$ cat src/sv/ssc_pkg.sv
// Shared types and constants of the speed sensor conditioner.
`default_nettype none
package ssc_pkg;

    localparam int SPEED_W    = 16;
    localparam int AFS_W      = 12;
    localparam int DEB_W      = 8;
    localparam int CFG_IDX_W  = 2;
    localparam int CFG_DATA_W = 16;
    localparam int STEP_W     = $clog2(SPEED_W + 1);

    localparam int WINDOW_SIZE_DEF = 8;
    localparam int SAMPLE_BITS_DEF = 12;

    localparam logic [SPEED_W-1:0] SFS_RST   = 16'd2500;
    localparam logic [AFS_W-1:0]   AFS_RST   = 12'd4095;
    localparam logic [SPEED_W-1:0] FSPD_RST  = 16'd3000;
    localparam logic [DEB_W-1:0]   DEB_RST   = 8'd3;
    localparam logic [SPEED_W-1:0] SPEED_MAX = 16'hFFFF;

    typedef enum logic [1:0] {
        MODE_NONE   = 2'd0,
        MODE_SILENT = 2'd1,
        MODE_RANGE  = 2'd2
    } t_mode;

    typedef enum logic [CFG_IDX_W-1:0] {
        CFG_SPEED_FS = 2'd0,
        CFG_ADC_FS   = 2'd1,
        CFG_FAULT_SP = 2'd2,
        CFG_DEBOUNCE = 2'd3
    } t_cfg_idx;

    typedef enum logic [2:0] {
        ST_IDLE,
        ST_AVG,
        ST_MUL,
        ST_SCL_GO,
        ST_SCL_WAIT,
        ST_OUT
    } t_state;

endpackage
`default_nettype wire

$ cat src/sv/ssc_cell.sv
// One window cell: holds a sample and passes it to the next cell.
`default_nettype none
module ssc_cell #(
    parameter int SAMPLE_BITS = ssc_pkg::SAMPLE_BITS_DEF
) (
    input  wire logic                   i_clk,
    input  wire logic                   i_load,
    input  wire logic                   i_shift,
    input  wire logic [SAMPLE_BITS-1:0] i_fill,
    input  wire logic [SAMPLE_BITS-1:0] i_prev,
    output logic      [SAMPLE_BITS-1:0] o_sample
);

    logic [SAMPLE_BITS-1:0] r_sample;

    always_ff @(posedge i_clk) begin
        if (i_load) begin
            r_sample <= i_fill;
        end else if (i_shift) begin
            r_sample <= i_prev;
        end
    end

    assign o_sample = r_sample;

endmodule
`default_nettype wire

$ cat src/sv/ssc_div.sv
// Serial restoring divider, one quotient bit per cycle.
`default_nettype none
module ssc_div (
    input  wire logic                          i_clk,
    input  wire logic                          i_rst_n,
    input  wire logic                          i_start,
    input  wire logic [ssc_pkg::AFS_W-1:0]     i_den,
    input  wire logic [ssc_pkg::AFS_W-1:0]     i_rem,
    input  wire logic [ssc_pkg::SPEED_W-1:0]   i_low,
    input  wire logic [ssc_pkg::STEP_W-1:0]    i_steps,
    output logic                               o_busy,
    output logic      [ssc_pkg::SPEED_W-1:0]   o_quo
);

    localparam int DW = ssc_pkg::AFS_W;
    localparam int QW = ssc_pkg::SPEED_W;

    logic              r_busy;
    logic [ssc_pkg::STEP_W-1:0] r_cnt;
    logic [DW-1:0]     r_rem;
    logic [DW-1:0]     r_den;
    logic [QW-1:0]     r_quo;

    logic [DW:0]       w_trial;
    logic [DW:0]       w_diff;
    logic              w_ge;
    logic [DW-1:0]     n_rem;

    always_comb begin
        w_trial = {r_rem, r_quo[QW-1]};
        w_diff  = w_trial - {1'b0, r_den};
        w_ge    = (w_trial >= {1'b0, r_den});
        n_rem   = w_ge ? w_diff[DW-1:0] : w_trial[DW-1:0];
    end

    always_ff @(posedge i_clk) begin
        if (!i_rst_n) begin
            r_busy <= 1'b0;
            r_cnt  <= '0;
        end else if (i_start) begin
            r_busy <= 1'b1;
            r_cnt  <= i_steps;
        end else if (r_busy) begin
            r_cnt <= r_cnt - 1'b1;
            if (r_cnt == ssc_pkg::STEP_W'(1)) begin
                r_busy <= 1'b0;
            end
        end
    end

    always_ff @(posedge i_clk) begin
        if (i_start) begin
            r_rem <= i_rem;
            r_den <= i_den;
            r_quo <= i_low;
        end else if (r_busy) begin
            r_rem <= n_rem;
            r_quo <= {r_quo[QW-2:0], w_ge};
        end
    end

    assign o_busy = r_busy;
    assign o_quo  = r_quo;

endmodule
`default_nettype wire

$ cat src/sv/ssc_btn.sv
// Button debounce and fault mode stepping.
`default_nettype none
module ssc_btn (
    input  wire logic                      i_clk,
    input  wire logic                      i_rst_n,
    input  wire logic                      i_step,
    input  wire logic                      i_pressed,
    input  wire logic [ssc_pkg::DEB_W-1:0] i_debounce,
    output ssc_pkg::t_mode                 o_mode
);

    logic [ssc_pkg::DEB_W-1:0] r_count;
    logic                      r_latched;
    ssc_pkg::t_mode            r_mode;
    ssc_pkg::t_mode            n_mode;

    always_comb begin
        case (r_mode)
            ssc_pkg::MODE_NONE:   n_mode = ssc_pkg::MODE_SILENT;
            ssc_pkg::MODE_SILENT: n_mode = ssc_pkg::MODE_RANGE;
            default:              n_mode = ssc_pkg::MODE_NONE;
        endcase
    end

    always_ff @(posedge i_clk) begin
        if (!i_rst_n) begin
            r_count   <= '0;
            r_latched <= 1'b0;
            r_mode    <= ssc_pkg::MODE_NONE;
        end else if (i_step) begin
            if (!i_pressed) begin
                r_count   <= '0;
                r_latched <= 1'b0;
            end else if (r_count < i_debounce) begin
                r_count <= r_count + 1'b1;
            end else if (!r_latched) begin
                r_latched <= 1'b1;
                r_mode    <= n_mode;
            end
        end
    end

    assign o_mode = r_mode;

endmodule
`default_nettype wire

$ cat src/sv/speed_sensor_conditioner_core.sv
// Top level of the speed sensor conditioner.
//
// Input channel (i_in_valid / o_in_stall) carries one item per tick: the ADC
// sample, its ok flag and the fault button level. Output channel
// (o_out_valid / i_out_stall) returns exactly one result item per input item.
// The configuration channel (i_cfg_valid / o_cfg_ready) writes the four
// registers by index; write only while no item is in flight.
// After an item is accepted it passes the states AVG (averaging only), MUL,
// SCL_GO, SCL_WAIT and OUT; the first good sample and a failed read skip
// AVG. The speed scaling uses the serial divider, one quotient bit per cycle.
// A scaled speed that saturates skips the divider and SCL_WAIT.
// One item is worked on at a time; the next is taken once the result sits
// in the output register, even while that result is still stalled.
// WINDOW_SIZE must be a power of two, which the block does not check; the
// average is a shift of the window sum. Reset clears the window sum, the
// fault mode and the debounce state, and loads the configuration reset
// values. A stalled result holds until taken.
`default_nettype none
module speed_sensor_conditioner_core #(
    parameter int WINDOW_SIZE = ssc_pkg::WINDOW_SIZE_DEF,
    parameter int SAMPLE_BITS = ssc_pkg::SAMPLE_BITS_DEF
) (
    input  wire logic                              i_clk,
    input  wire logic                              i_rst_n,
    input  wire logic                              i_in_valid,
    output logic                                   o_in_stall,
    input  wire logic [SAMPLE_BITS-1:0]            i_adc_sample,
    input  wire logic                              i_adc_ok,
    input  wire logic                              i_button_pressed,
    output logic                                   o_out_valid,
    input  wire logic                              i_out_stall,
    output logic                                   o_send_frame,
    output logic      [ssc_pkg::SPEED_W-1:0]       o_speed_x10,
    output logic      [SAMPLE_BITS-1:0]            o_filtered_adc,
    output logic                                   o_fault_injected,
    output logic                                   o_adc_error,
    output logic      [1:0]                        o_fault_mode,
    input  wire logic                              i_cfg_valid,
    output logic                                   o_cfg_ready,
    input  wire logic [ssc_pkg::CFG_IDX_W-1:0]     i_cfg_index,
    input  wire logic [ssc_pkg::CFG_DATA_W-1:0]    i_cfg_data
);

    localparam int SW     = ssc_pkg::SPEED_W;
    localparam int AW     = ssc_pkg::AFS_W;
    localparam int SUM_W  = SAMPLE_BITS + $clog2(WINDOW_SIZE);
    localparam int NUM_W  = SAMPLE_BITS + SW + 1;
    localparam int HI_W   = NUM_W - SW;
    localparam int CMP_W  = (HI_W > AW) ? HI_W : AW;

    // configuration
    logic [SW-1:0]                r_sfs;
    logic [AW-1:0]                r_afs;
    logic [SW-1:0]                r_fspd;
    logic [ssc_pkg::DEB_W-1:0]    r_deb;

    // control and datapath
    ssc_pkg::t_state              r_state;
    ssc_pkg::t_state              n_state;
    logic [SUM_W-1:0]             r_sum;
    logic [SAMPLE_BITS-1:0]       r_filt;
    logic                         r_primed;
    logic                         r_err;
    logic [NUM_W-1:0]             r_num;
    logic                         r_sat;

    logic                         r_out_valid;
    logic                         r_send;
    logic [SW-1:0]                r_speed;
    logic [SAMPLE_BITS-1:0]       r_out_filt;
    logic                         r_inj;
    logic                         r_out_err;
    logic [1:0]                   r_out_mode;

    logic                         w_acc;
    logic                         w_load;
    logic                         w_shift;
    logic [SAMPLE_BITS-1:0]       w_tap [WINDOW_SIZE];
    logic [SAMPLE_BITS-1:0]       w_oldest;
    ssc_pkg::t_mode               w_mode;

    logic [HI_W-1:0]              w_hi;
    logic                         w_sat;
    logic                         w_div_start;
    logic [AW-1:0]                w_div_den;
    logic [AW-1:0]                w_div_rem;
    logic [SW-1:0]                w_div_low;
    logic [ssc_pkg::STEP_W-1:0]   w_div_steps;
    logic                         w_div_busy;
    logic [SW-1:0]                w_div_quo;
    logic                         w_out_free;
    logic                         w_out_load;
    logic [SW-1:0]                w_speed;

    // configuration writes
    assign o_cfg_ready = 1'b1;

    always_ff @(posedge i_clk) begin
        if (!i_rst_n) begin
            r_sfs  <= ssc_pkg::SFS_RST;
            r_afs  <= ssc_pkg::AFS_RST;
            r_fspd <= ssc_pkg::FSPD_RST;
            r_deb  <= ssc_pkg::DEB_RST;
        end else if (i_cfg_valid && o_cfg_ready) begin
            case (ssc_pkg::t_cfg_idx'(i_cfg_index))
                ssc_pkg::CFG_SPEED_FS: r_sfs  <= i_cfg_data;
                ssc_pkg::CFG_ADC_FS:   r_afs  <= i_cfg_data[AW-1:0];
                ssc_pkg::CFG_FAULT_SP: r_fspd <= i_cfg_data;
                ssc_pkg::CFG_DEBOUNCE: r_deb  <= i_cfg_data[ssc_pkg::DEB_W-1:0];
                default: ;
            endcase
        end
    end

    assign o_in_stall = (r_state != ssc_pkg::ST_IDLE);
    assign w_acc      = i_in_valid && !o_in_stall;
    assign w_load     = w_acc && i_adc_ok && !r_primed;
    assign w_shift    = w_acc && i_adc_ok && r_primed;

    // window cells
    for (genvar g = 0; g < WINDOW_SIZE; g++) begin : g_cell
        if (g == 0) begin : g_head
            ssc_cell #(.SAMPLE_BITS(SAMPLE_BITS)) u_cell (
                .i_clk    (i_clk),
                .i_load   (w_load),
                .i_shift  (w_shift),
                .i_fill   (i_adc_sample),
                .i_prev   (i_adc_sample),
                .o_sample (w_tap[g])
            );
        end else begin : g_body
            ssc_cell #(.SAMPLE_BITS(SAMPLE_BITS)) u_cell (
                .i_clk    (i_clk),
                .i_load   (w_load),
                .i_shift  (w_shift),
                .i_fill   (i_adc_sample),
                .i_prev   (w_tap[g-1]),
                .o_sample (w_tap[g])
            );
        end
    end

    assign w_oldest = w_tap[WINDOW_SIZE-1];

    ssc_btn u_btn (
        .i_clk      (i_clk),
        .i_rst_n    (i_rst_n),
        .i_step     (w_acc),
        .i_pressed  (i_button_pressed),
        .i_debounce (r_deb),
        .o_mode     (w_mode)
    );

    ssc_div u_div (
        .i_clk   (i_clk),
        .i_rst_n (i_rst_n),
        .i_start (w_div_start),
        .i_den   (w_div_den),
        .i_rem   (w_div_rem),
        .i_low   (w_div_low),
        .i_steps (w_div_steps),
        .o_busy  (w_div_busy),
        .o_quo   (w_div_quo)
    );

    assign w_hi  = r_num[NUM_W-1:SW];
    assign w_sat = (CMP_W'(w_hi) >= CMP_W'(r_afs));

    assign w_out_free = !r_out_valid || !i_out_stall;

    always_comb begin
        if (w_mode == ssc_pkg::MODE_RANGE) begin
            w_speed = r_fspd;
        end else if (r_sat) begin
            w_speed = ssc_pkg::SPEED_MAX;
        end else begin
            w_speed = w_div_quo;
        end
    end

    // state register
    always_ff @(posedge i_clk) begin
        if (!i_rst_n) begin
            r_state <= ssc_pkg::ST_IDLE;
        end else begin
            r_state <= n_state;
        end
    end

    // next state and divider control
    always_comb begin
        n_state     = r_state;
        w_div_start = 1'b0;
        w_div_den   = r_afs;
        w_div_rem   = AW'(w_hi);
        w_div_low   = r_num[SW-1:0];
        w_div_steps = ssc_pkg::STEP_W'(SW);
        w_out_load  = 1'b0;
        case (r_state)
            ssc_pkg::ST_IDLE: begin
                if (w_acc) begin
                    n_state = w_shift ? ssc_pkg::ST_AVG : ssc_pkg::ST_MUL;
                end
            end
            ssc_pkg::ST_AVG: begin
                n_state = ssc_pkg::ST_MUL;
            end
            ssc_pkg::ST_MUL: begin
                n_state = ssc_pkg::ST_SCL_GO;
            end
            ssc_pkg::ST_SCL_GO: begin
                w_div_start = !w_sat;
                n_state     = w_sat ? ssc_pkg::ST_OUT : ssc_pkg::ST_SCL_WAIT;
            end
            ssc_pkg::ST_SCL_WAIT: begin
                if (!w_div_busy) begin
                    n_state = ssc_pkg::ST_OUT;
                end
            end
            ssc_pkg::ST_OUT: begin
                if (w_out_free) begin
                    w_out_load = 1'b1;
                    n_state    = ssc_pkg::ST_IDLE;
                end
            end
            default: begin
                n_state = ssc_pkg::ST_IDLE;
            end
        endcase
    end

    // filter state
    always_ff @(posedge i_clk) begin
        if (!i_rst_n) begin
            r_sum    <= '0;
            r_filt   <= '0;
            r_primed <= 1'b0;
            r_err    <= 1'b0;
        end else begin
            if (w_acc) begin
                r_err <= !i_adc_ok;
            end
            if (w_load) begin
                r_sum    <= SUM_W'(SUM_W'(i_adc_sample) * SUM_W'(WINDOW_SIZE));
                r_filt   <= i_adc_sample;
                r_primed <= 1'b1;
            end else if (w_shift) begin
                r_sum <= r_sum - SUM_W'(w_oldest) + SUM_W'(i_adc_sample);
            end
            if (r_state == ssc_pkg::ST_AVG) begin
                r_filt <= r_sum[SUM_W-1 -: SAMPLE_BITS];
            end
        end
    end

    // scaling numerator and saturation
    always_ff @(posedge i_clk) begin
        if (r_state == ssc_pkg::ST_MUL) begin
            r_num <= NUM_W'(r_filt) * NUM_W'(r_sfs) + NUM_W'(r_afs >> 1);
        end
        if (r_state == ssc_pkg::ST_SCL_GO) begin
            r_sat <= w_sat;
        end
    end

    // output register
    always_ff @(posedge i_clk) begin
        if (!i_rst_n) begin
            r_out_valid <= 1'b0;
        end else if (w_out_load) begin
            r_out_valid <= 1'b1;
        end else if (!i_out_stall) begin
            r_out_valid <= 1'b0;
        end
    end

    always_ff @(posedge i_clk) begin
        if (w_out_load) begin
            r_send     <= (w_mode != ssc_pkg::MODE_SILENT);
            r_speed    <= w_speed;
            r_out_filt <= r_filt;
            r_inj      <= (w_mode != ssc_pkg::MODE_NONE);
            r_out_err  <= r_err;
            r_out_mode <= w_mode;
        end
    end

    assign o_out_valid      = r_out_valid;
    assign o_send_frame     = r_send;
    assign o_speed_x10      = r_speed;
    assign o_filtered_adc   = r_out_filt;
    assign o_fault_injected = r_inj;
    assign o_adc_error      = r_out_err;
    assign o_fault_mode     = r_out_mode;

    a_busy_after_accept: assert property (@(posedge i_clk) disable iff (!i_rst_n)
        w_acc |=> o_in_stall)
        else $error("input taken while previous item in progress");

    a_idle_div_quiet: assert property (@(posedge i_clk) disable iff (!i_rst_n)
        (r_state == ssc_pkg::ST_IDLE) |-> !w_div_busy)
        else $error("divider busy while idle");

    a_inj_matches_mode: assert property (@(posedge i_clk) disable iff (!i_rst_n)
        o_out_valid |-> (o_fault_injected == (o_fault_mode != 2'(ssc_pkg::MODE_NONE))))
        else $error("fault flag disagrees with mode");

    a_silent_no_frame: assert property (@(posedge i_clk) disable iff (!i_rst_n)
        o_out_valid |-> (o_send_frame == (o_fault_mode != 2'(ssc_pkg::MODE_SILENT))))
        else $error("send flag disagrees with mode");

endmodule
`default_nettype wire
$ cat config.mk
export PLATFORM = sky130hd
export DESIGN_NAME = speed_sensor_conditioner_core
export DESIGN_NICKNAME = d
export VERILOG_FILES = /design/src/sv/ssc_pkg.sv /design/src/sv/ssc_cell.sv /design/src/sv/ssc_div.sv /design/src/sv/ssc_btn.sv /design/src/sv/speed_sensor_conditioner_core.sv
export SDC_FILE = /design/constraint.sdc
export NUM_CORES = 1
export LEC_CHECK = 0
export ABC_AREA = 0
export BUFFER_PORTS_ARGS = -buffer_cell sky130_fd_sc_hd__buf_2
export CAP_MARGIN = 20
export CORE_MARGIN = 4
export CORE_UTILIZATION = 66
export CTS_CLUSTER_DIAMETER = 150
export DETAILED_ROUTE_END_ITERATION = 12
export GPL_ROUTABILITY_DRIVEN = 0
export PLACE_DENSITY = 0.89
export SETUP_SLACK_MARGIN = 0.4
export SYNTH_ARGS = -nofsm -noshare
export SYNTH_HDL_FRONTEND = slang
export SYNTH_HIERARCHICAL = 1
export SYNTH_SLANG_ARGS = --single-unit
$ cat constraint.sdc
create_clock -name i_clk -period 13 [get_ports i_clk]
set_input_delay 2.6 -clock i_clk [delete_from_list [all_inputs] [get_ports i_clk]]
set_output_delay 2.6 -clock i_clk [all_outputs]
set_load 0.005 [all_outputs]
==> run summary, run 1 <==
Routed WL per cell - 19.9 um
Clock skew - 24.1 ps
Die height - 189 um
Final hold vios - 0
N_diodes - 0
Setup TNS - 0 ps
Xor/xnor share of the synthesized area - 1.83%
Clk sinks - 301
CTS Hold Bufs - 0
Via count - 15.4k
Crit Path Class - reg -> reg
CP Data Arrival Time - 6100 ps
Initial DRT Pass Iterations - 9
Layout fillers - 1,985
Final setup margin - 7220 ps
Worst endpoint required time - 13,310 ps
FF/Latch Area - 0.00802 sq mm
Synthesized area - 0.0215 sq mm
Yosys top cell by area - edfxtp_1
Most common cell after layout, fill and taps aside - inv_1
Top_reg_cell synth - edfxtp_1
Pin count of the biggest net entering global routing - 77
Seq/Total Area, Yosys - 37.3%
Via-to-Cell Ratio - 6.11
DIE AREA - 0.0356 sq mm
Max Slew Vio Count - 0
Simple-Gate Fraction of Synth Area - 12.9%
Distinct cell type count after synthesis - 88
Slew @ Worst Pin - 991 ps
Family with the most delay on the worst path - adder cells
Peak supply drop - 0.154 mV
Minimum clock period - 5780 ps
Clock latency on the worst-skew pair - 590 ps
Worst setup EP type - flip-flop
I/O pins - 73
Synth Area in Compound Gates - 9.63%
Slowest-stage cell, CP - dfxtp_1
Syn avg cell area - 10.6 sq um
Most frequent cells in the layout - inv_1, nand2_1, edfxtp_1, fa_1, ha_1
Syn-to-layout area delta - 8.02%
Clock Path Buffers - 3
Clk slew on worst S/H paths - 70 ps
Cell count after synthesis - 2,032
Adder-cell share of the synthesized area - 22.8%
Fmax - 0.173 GHz
Wire length of the first global-routing pass - 80,000 um
H-tree depth - 1
Leakage - 0.0102 uW
Mux cell area share after synthesis - 8.14%
CTS root buf - clkbuf_16
Resized cells post-CTS - 0
HP Class - reg -> reg
Setup violations, final - 0
Layout cells sized above 1 - 14.8%
Post-route ant nets - 0
Crit-path cells - nand2_1, fa_1, inv_1, fa_1, fa_1, fa_1, inv_1, fa_1, inv_1, ha_1, a21oi_1, o21ai_0, a211oi_2, o31ai_2, o311ai_1, nand2_1, xor2_1
Clock buffer count from CTS - 31
Crit path buf inv count - 3
Post-CTS setup buffers - 0
DRC - 0
Vias in the first global route - 15.7k
Max Cap Violations - 0
Gr ovfl total - 0
Initial Utilization - 67.5%
Die Wd - 189 um
Largest family of logic cells by synthesized area - adder cells
Post-synth EDFFs - 199
Total GRT Usage - 27.5%
CP max FO - 18
CP peak stage delay - 750 ps
Multi-input gate area - 0.0119 sq mm
Core footprint - 0.0319 sq mm
Routed wire length - 50,100 um
Status - finished, final reports clean
Fraction of registers with async set/reset - 0%
#FFs+latches synth - 301
Detailed Place HPWL - 36,000 um
Initial antenna violation count - 0
Row count - 65
Pwr/cell area - 126 mW/mm^2
Top cells by area, synth - edfxtp_1, fa_1, dfxtp_1
RSZ-0062 raised after global routing - no
Port bufs - 71
Worst setup SP type - flip-flop
Pre-CTS WS - 7330 ps
Ys Warns - 6
DRT iter0 DRCs - 1,553
Top-area cell type share of the netlist area - 27.8%
Critical path's most frequent cell - fa_1
Crit share post-route - 44.5%
Slew Limit Headroom - 33.9%
Nets - 2,395
CTS tree - built
-- report_power, final --
group / internal (uW) / switching, uW
clock network: 568 / 393
logic: 319 / 461
registers: 1120 / 63.7
-- stage by stage --
step	hold slack (ps)	total power (uW)	instances	cell area [sq um]	utilization (%)
floorplan	406	1770	2036	21500	-
global placement	416	1900	2463	22100	69.3
detailed placement	417	1960	2464	22100	69.3
CTS	436	2920	2522	23200	72.8
global route	446	3060	2524	23200	72.9
finish	437	2920	2524	23200	72.9
-- final cells by class --
class | instances | area share, %
Multi-Input combinational cell | 1340 | 51.4
Sequential cell | 301 | 34.5
Clock inverter | 19 | 0.974
Inverter | 309 | 5.00
Timing Repair Buffer | 81 | 1.97
Clock buffer | 39 | 3.82
Tap cell | 435 | 2.34
-- state kept, by name (all words and copies together), names as in the netlist, 15 cells and up --
register,count
u_div/o_quo,16
g_cell.g_body.u_cell/o_sample,84
r_fspd,16
r_sum,15
r_sfs,16
o_speed_x10,16
r_num,29
-- kinds of logic after synthesis --
logic type	Yosys count
DFF	301
muxes	131
xor gates and xnor gates	45
AOI/OAI and AO/OA	285
other	2
and+or+nand+nor	579
adders and majority gates	294
buffers and inverters	395
-- path summary, 6_finish.rpt --
kind              startpoint             end  slack, ps  cells past startpoint
hold reg to reg     r_afs[7]  u_div/r_den[7]        440                      0
hold / removal      r_afs[7]  u_div/r_den[7]        440                      0
setup / recovery   r_filt[5]       r_num[26]       7220                     17
setup reg to reg   r_filt[5]       r_num[26]       7220                     17
-- worst reg2reg max path, delay by kind of cell, from the launching register on --
family / cells / cell delay [ps]
buffers and inverters: 3 / 170
AOI/OAI and AO/OA: 5 / 1180
DFF: 1 / 750
adders and majority gates: 6 / 3000
and+or+nand+nor: 2 / 270
xor gates and xnor gates: 1 / 160
-- cell usage after synthesis, drive strengths merged, types with 5 or more instances --
master    n
inv     309
nand2   289
edfxtp  199
fa      164
ha      130
mux2    127
dfxtp   102
and2     99
clkbuf   67
o21ai    59
nor2     57
a21oi    54
nand3    40
o211ai   35
a21boi   33
xnor2    25
xor2     20
buf      19
or2      15
a21o     14
o211a    14
nor2b    12
nand2b   11
nor3     11
a211oi   10
a31oi    10
o21a     10
and3      9
nand4     8
o22ai     8
nand3b    5
-- per-layer routing --
layer | wire [um] | GRT usage [%]
met5 | 0 | 0
met4 | 2380 | 11.0
met3 | 3960 | 4.26
met2 | 24700 | 47.3
met1 | 19100 | 35.3
Power figures use the tool's default switching activity.
==> run 2: changes to the inputs <==
CORE_UTILIZATION = 64   (was 66)
PLACE_DENSITY = 0.87   (was 0.89)
clock period = 5.8 ns   (was 13 ns; I/O delays follow)
==> run summary, run 2 (synthesized netlist as in run 1, its figures left out) <==
Layout cells sized above 1 - 18.2%
Most common cell after layout, fill and taps aside - inv_1
Clock Path Buffers - 3
Slew @ Worst Pin - 1040 ps
Max Cap Violations - 0
CP Data Arrival Time - 5630 ps
Crit-path cells - buf_6, and2_1, fa_1, fa_1, fa_1, fa_1, inv_1, fa_1, inv_1, ha_1, a21oi_2, nand2b_1, a211oi_2, o31ai_2, o311ai_1, nand2_1, xor2_1
Total power - 6610 uW
Comb power frac - 28.9%
N_diodes - 0
Pin count of the biggest net entering global routing - 73
Gr ovfl total - 0
Worst endpoint required time - 6130 ps
Multi-input gate area - 0.0121 sq mm
Most frequent cells in the layout - inv_1, nand2_1, edfxtp_1, fa_1, ha_1
DIE AREA - 0.0366 sq mm
Routed WL per cell - 20.0 um
Worst setup EP type - flip-flop
NetSw - 2090 uW
Seq pwr share - 39.8%
DRC - 0
Initial antenna violation count - 1
Critical path destination - r_num[26]
Reg-to-reg critical path endpoint - r_num[26]
H-tree depth - 1
Reg2reg start - r_filt[11]
Initial DRT Pass Iterations - 5
Critical path's most frequent cell - fa_1
Clk pwr share - 31.3%
Switching part of the total - 31.6%
Detailed Place HPWL - 36,600 um
Number of flip-flops in the largest register - 84
Row count - 66
Clock skew - 34.6 ps
CTS root buf - clkbuf_16
Syn-to-layout area delta - 10.0%
Post-route ant nets - 0
CP peak stage delay - 540 ps
Minimum clock period - 5310 ps
FF/Latch Area - 0.00809 sq mm
Clk slew on worst S/H paths - 70 ps
Pwr/cell area - 279 mW/mm^2
Reg2Reg Depth - 17
Final hold vios - 0
CTS tree - built
I/O pins - 73
Routed wire length - 51,200 um
DRT iter0 DRCs - 1,211
Internal cell power - 4530 uW
Worst setup SP type - flip-flop
Max Slew Vio Count - 0
Total GRT Usage - 27.4%
Leakage - 0.0103 uW
Status - finished, final reports clean
Layout fillers - 2,057
Slowest-stage cell, CP - fa_1
Final Util - 72.0%
RSZ-0062 raised after global routing - yes
Crit Path Class - reg -> reg
Wire length of the first global-routing pass - 81,000 um
Vias in the first global route - 15.9k
Die height - 191 um
Nets - 2,420
Port bufs - 71
CP max FO - 12
Setup violations, final - 0
Clock buffer count from CTS - 30
Fmax - 0.188 GHz
Crit share post-route - 91.5%
Via count - 15.4k
Via-to-Cell Ratio - 6.04
Peak supply drop - 0.251 mV
Slew Limit Headroom - 30.4%
Initial Utilization - 65.5%
Clk sinks - 301
Worst Setup SP - r_filt[11]
Setup TNS - 0 ps
Core footprint - 0.0329 sq mm
Reg2Reg Setup Slack - 490 ps
Clock latency on the worst-skew pair - 580 ps
HP Class - reg -> reg
Die Wd - 191 um
-- run 2: cell types whose count changed in the layout (fill, tap and decap cells not counted), sizes merged --
cell      before  now
buf           81  106
bufinv         4    5
clkinvlp       2    3
clkinv        10   13
clkbuf        39   35
inv          312  310
-- run 2: routing by layer --
metal / vias up / routed length, um / global-route usage (%)
li1: 6869 / - / -
met4: 0 / 2160 / 10.5
met3: 173 / 4030 / 3.87
met2: 783 / 25600 / 47.5
met1: 7608 / 19400 / 35.1
met5: - / 0 / 0
-- run 2: how the worst min path moves through the flow --
stage / start / end / slack [ps] / cells past startpoint
5_1_grt: r_afs[5] / u_div/r_den[5] / 440 / 0
4_1_cts: r_afs[6] / u_div/r_den[6] / 430 / 0
6_report: r_afs[6] / u_div/r_den[6] / 430 / 0
2_1_floorplan: r_filt[3] / o_filtered_adc[3] / 410 / 0
3_3_place_gp: r_err / o_adc_error / 420 / 0
3_5_place_dp: r_afs[8] / u_div/r_den[8] / 410 / 0
-- run 2: per-stage QoR --
stage / std cells / worst slack [ps] / area [sq um] / hold slack [ps]
final: 2555 / 494 / 23700 / 435
after global routing: 2555 / 374 / 23700 / 444
after global placement: 2489 / 303 / 22200 / 419
after floorplan: 2036 / 446 / 21500 / 406
after CTS: 2546 / 379 / 23400 / 434
after detailed placement: 2489 / 33.9 / 22200 / 413
-- run 2: power by group through the flow --
stage,Clock [uW],Sequential [uW],Combinational (uW)
final,2070,2630,1910
after global routing,2180,2640,2110
after floorplan,0,2600,1370
after CTS,2090,2630,1760
after global placement,0,2660,1620
after detailed placement,0,2670,1720
-- run 2: timing repair --
action	4_1_cts	5_1_grt
cloned	0	0
hold buffers	0	0
gates resized for setup	22	55
hold endpoints to repair	0	0
endpoints found under the setup margin	7	10
buffers inserted	1	7
pin swaps	1	16
-- run 2: layout make-up --
class                           instances  share of cell area, %
Clock buffer                           34                   3.32
Timing Repair Buffer                  107                   2.89
Sequential cell                       301                   34.2
Clock inverter                         22                   1.17
Multi-Input combinational cell       1340                   51.2
Tap cell                              442                   2.34
Inverter                              309                   4.91
-- run 2: critical path: cells and delay by family, from the launching register on --
kind,cells,cell delay (ps)
compound gates,4,960
xor+xnor,1,150
fa+ha+maj,6,3010
buf+inv,3,230
flops,1,370
simple gates,3,370
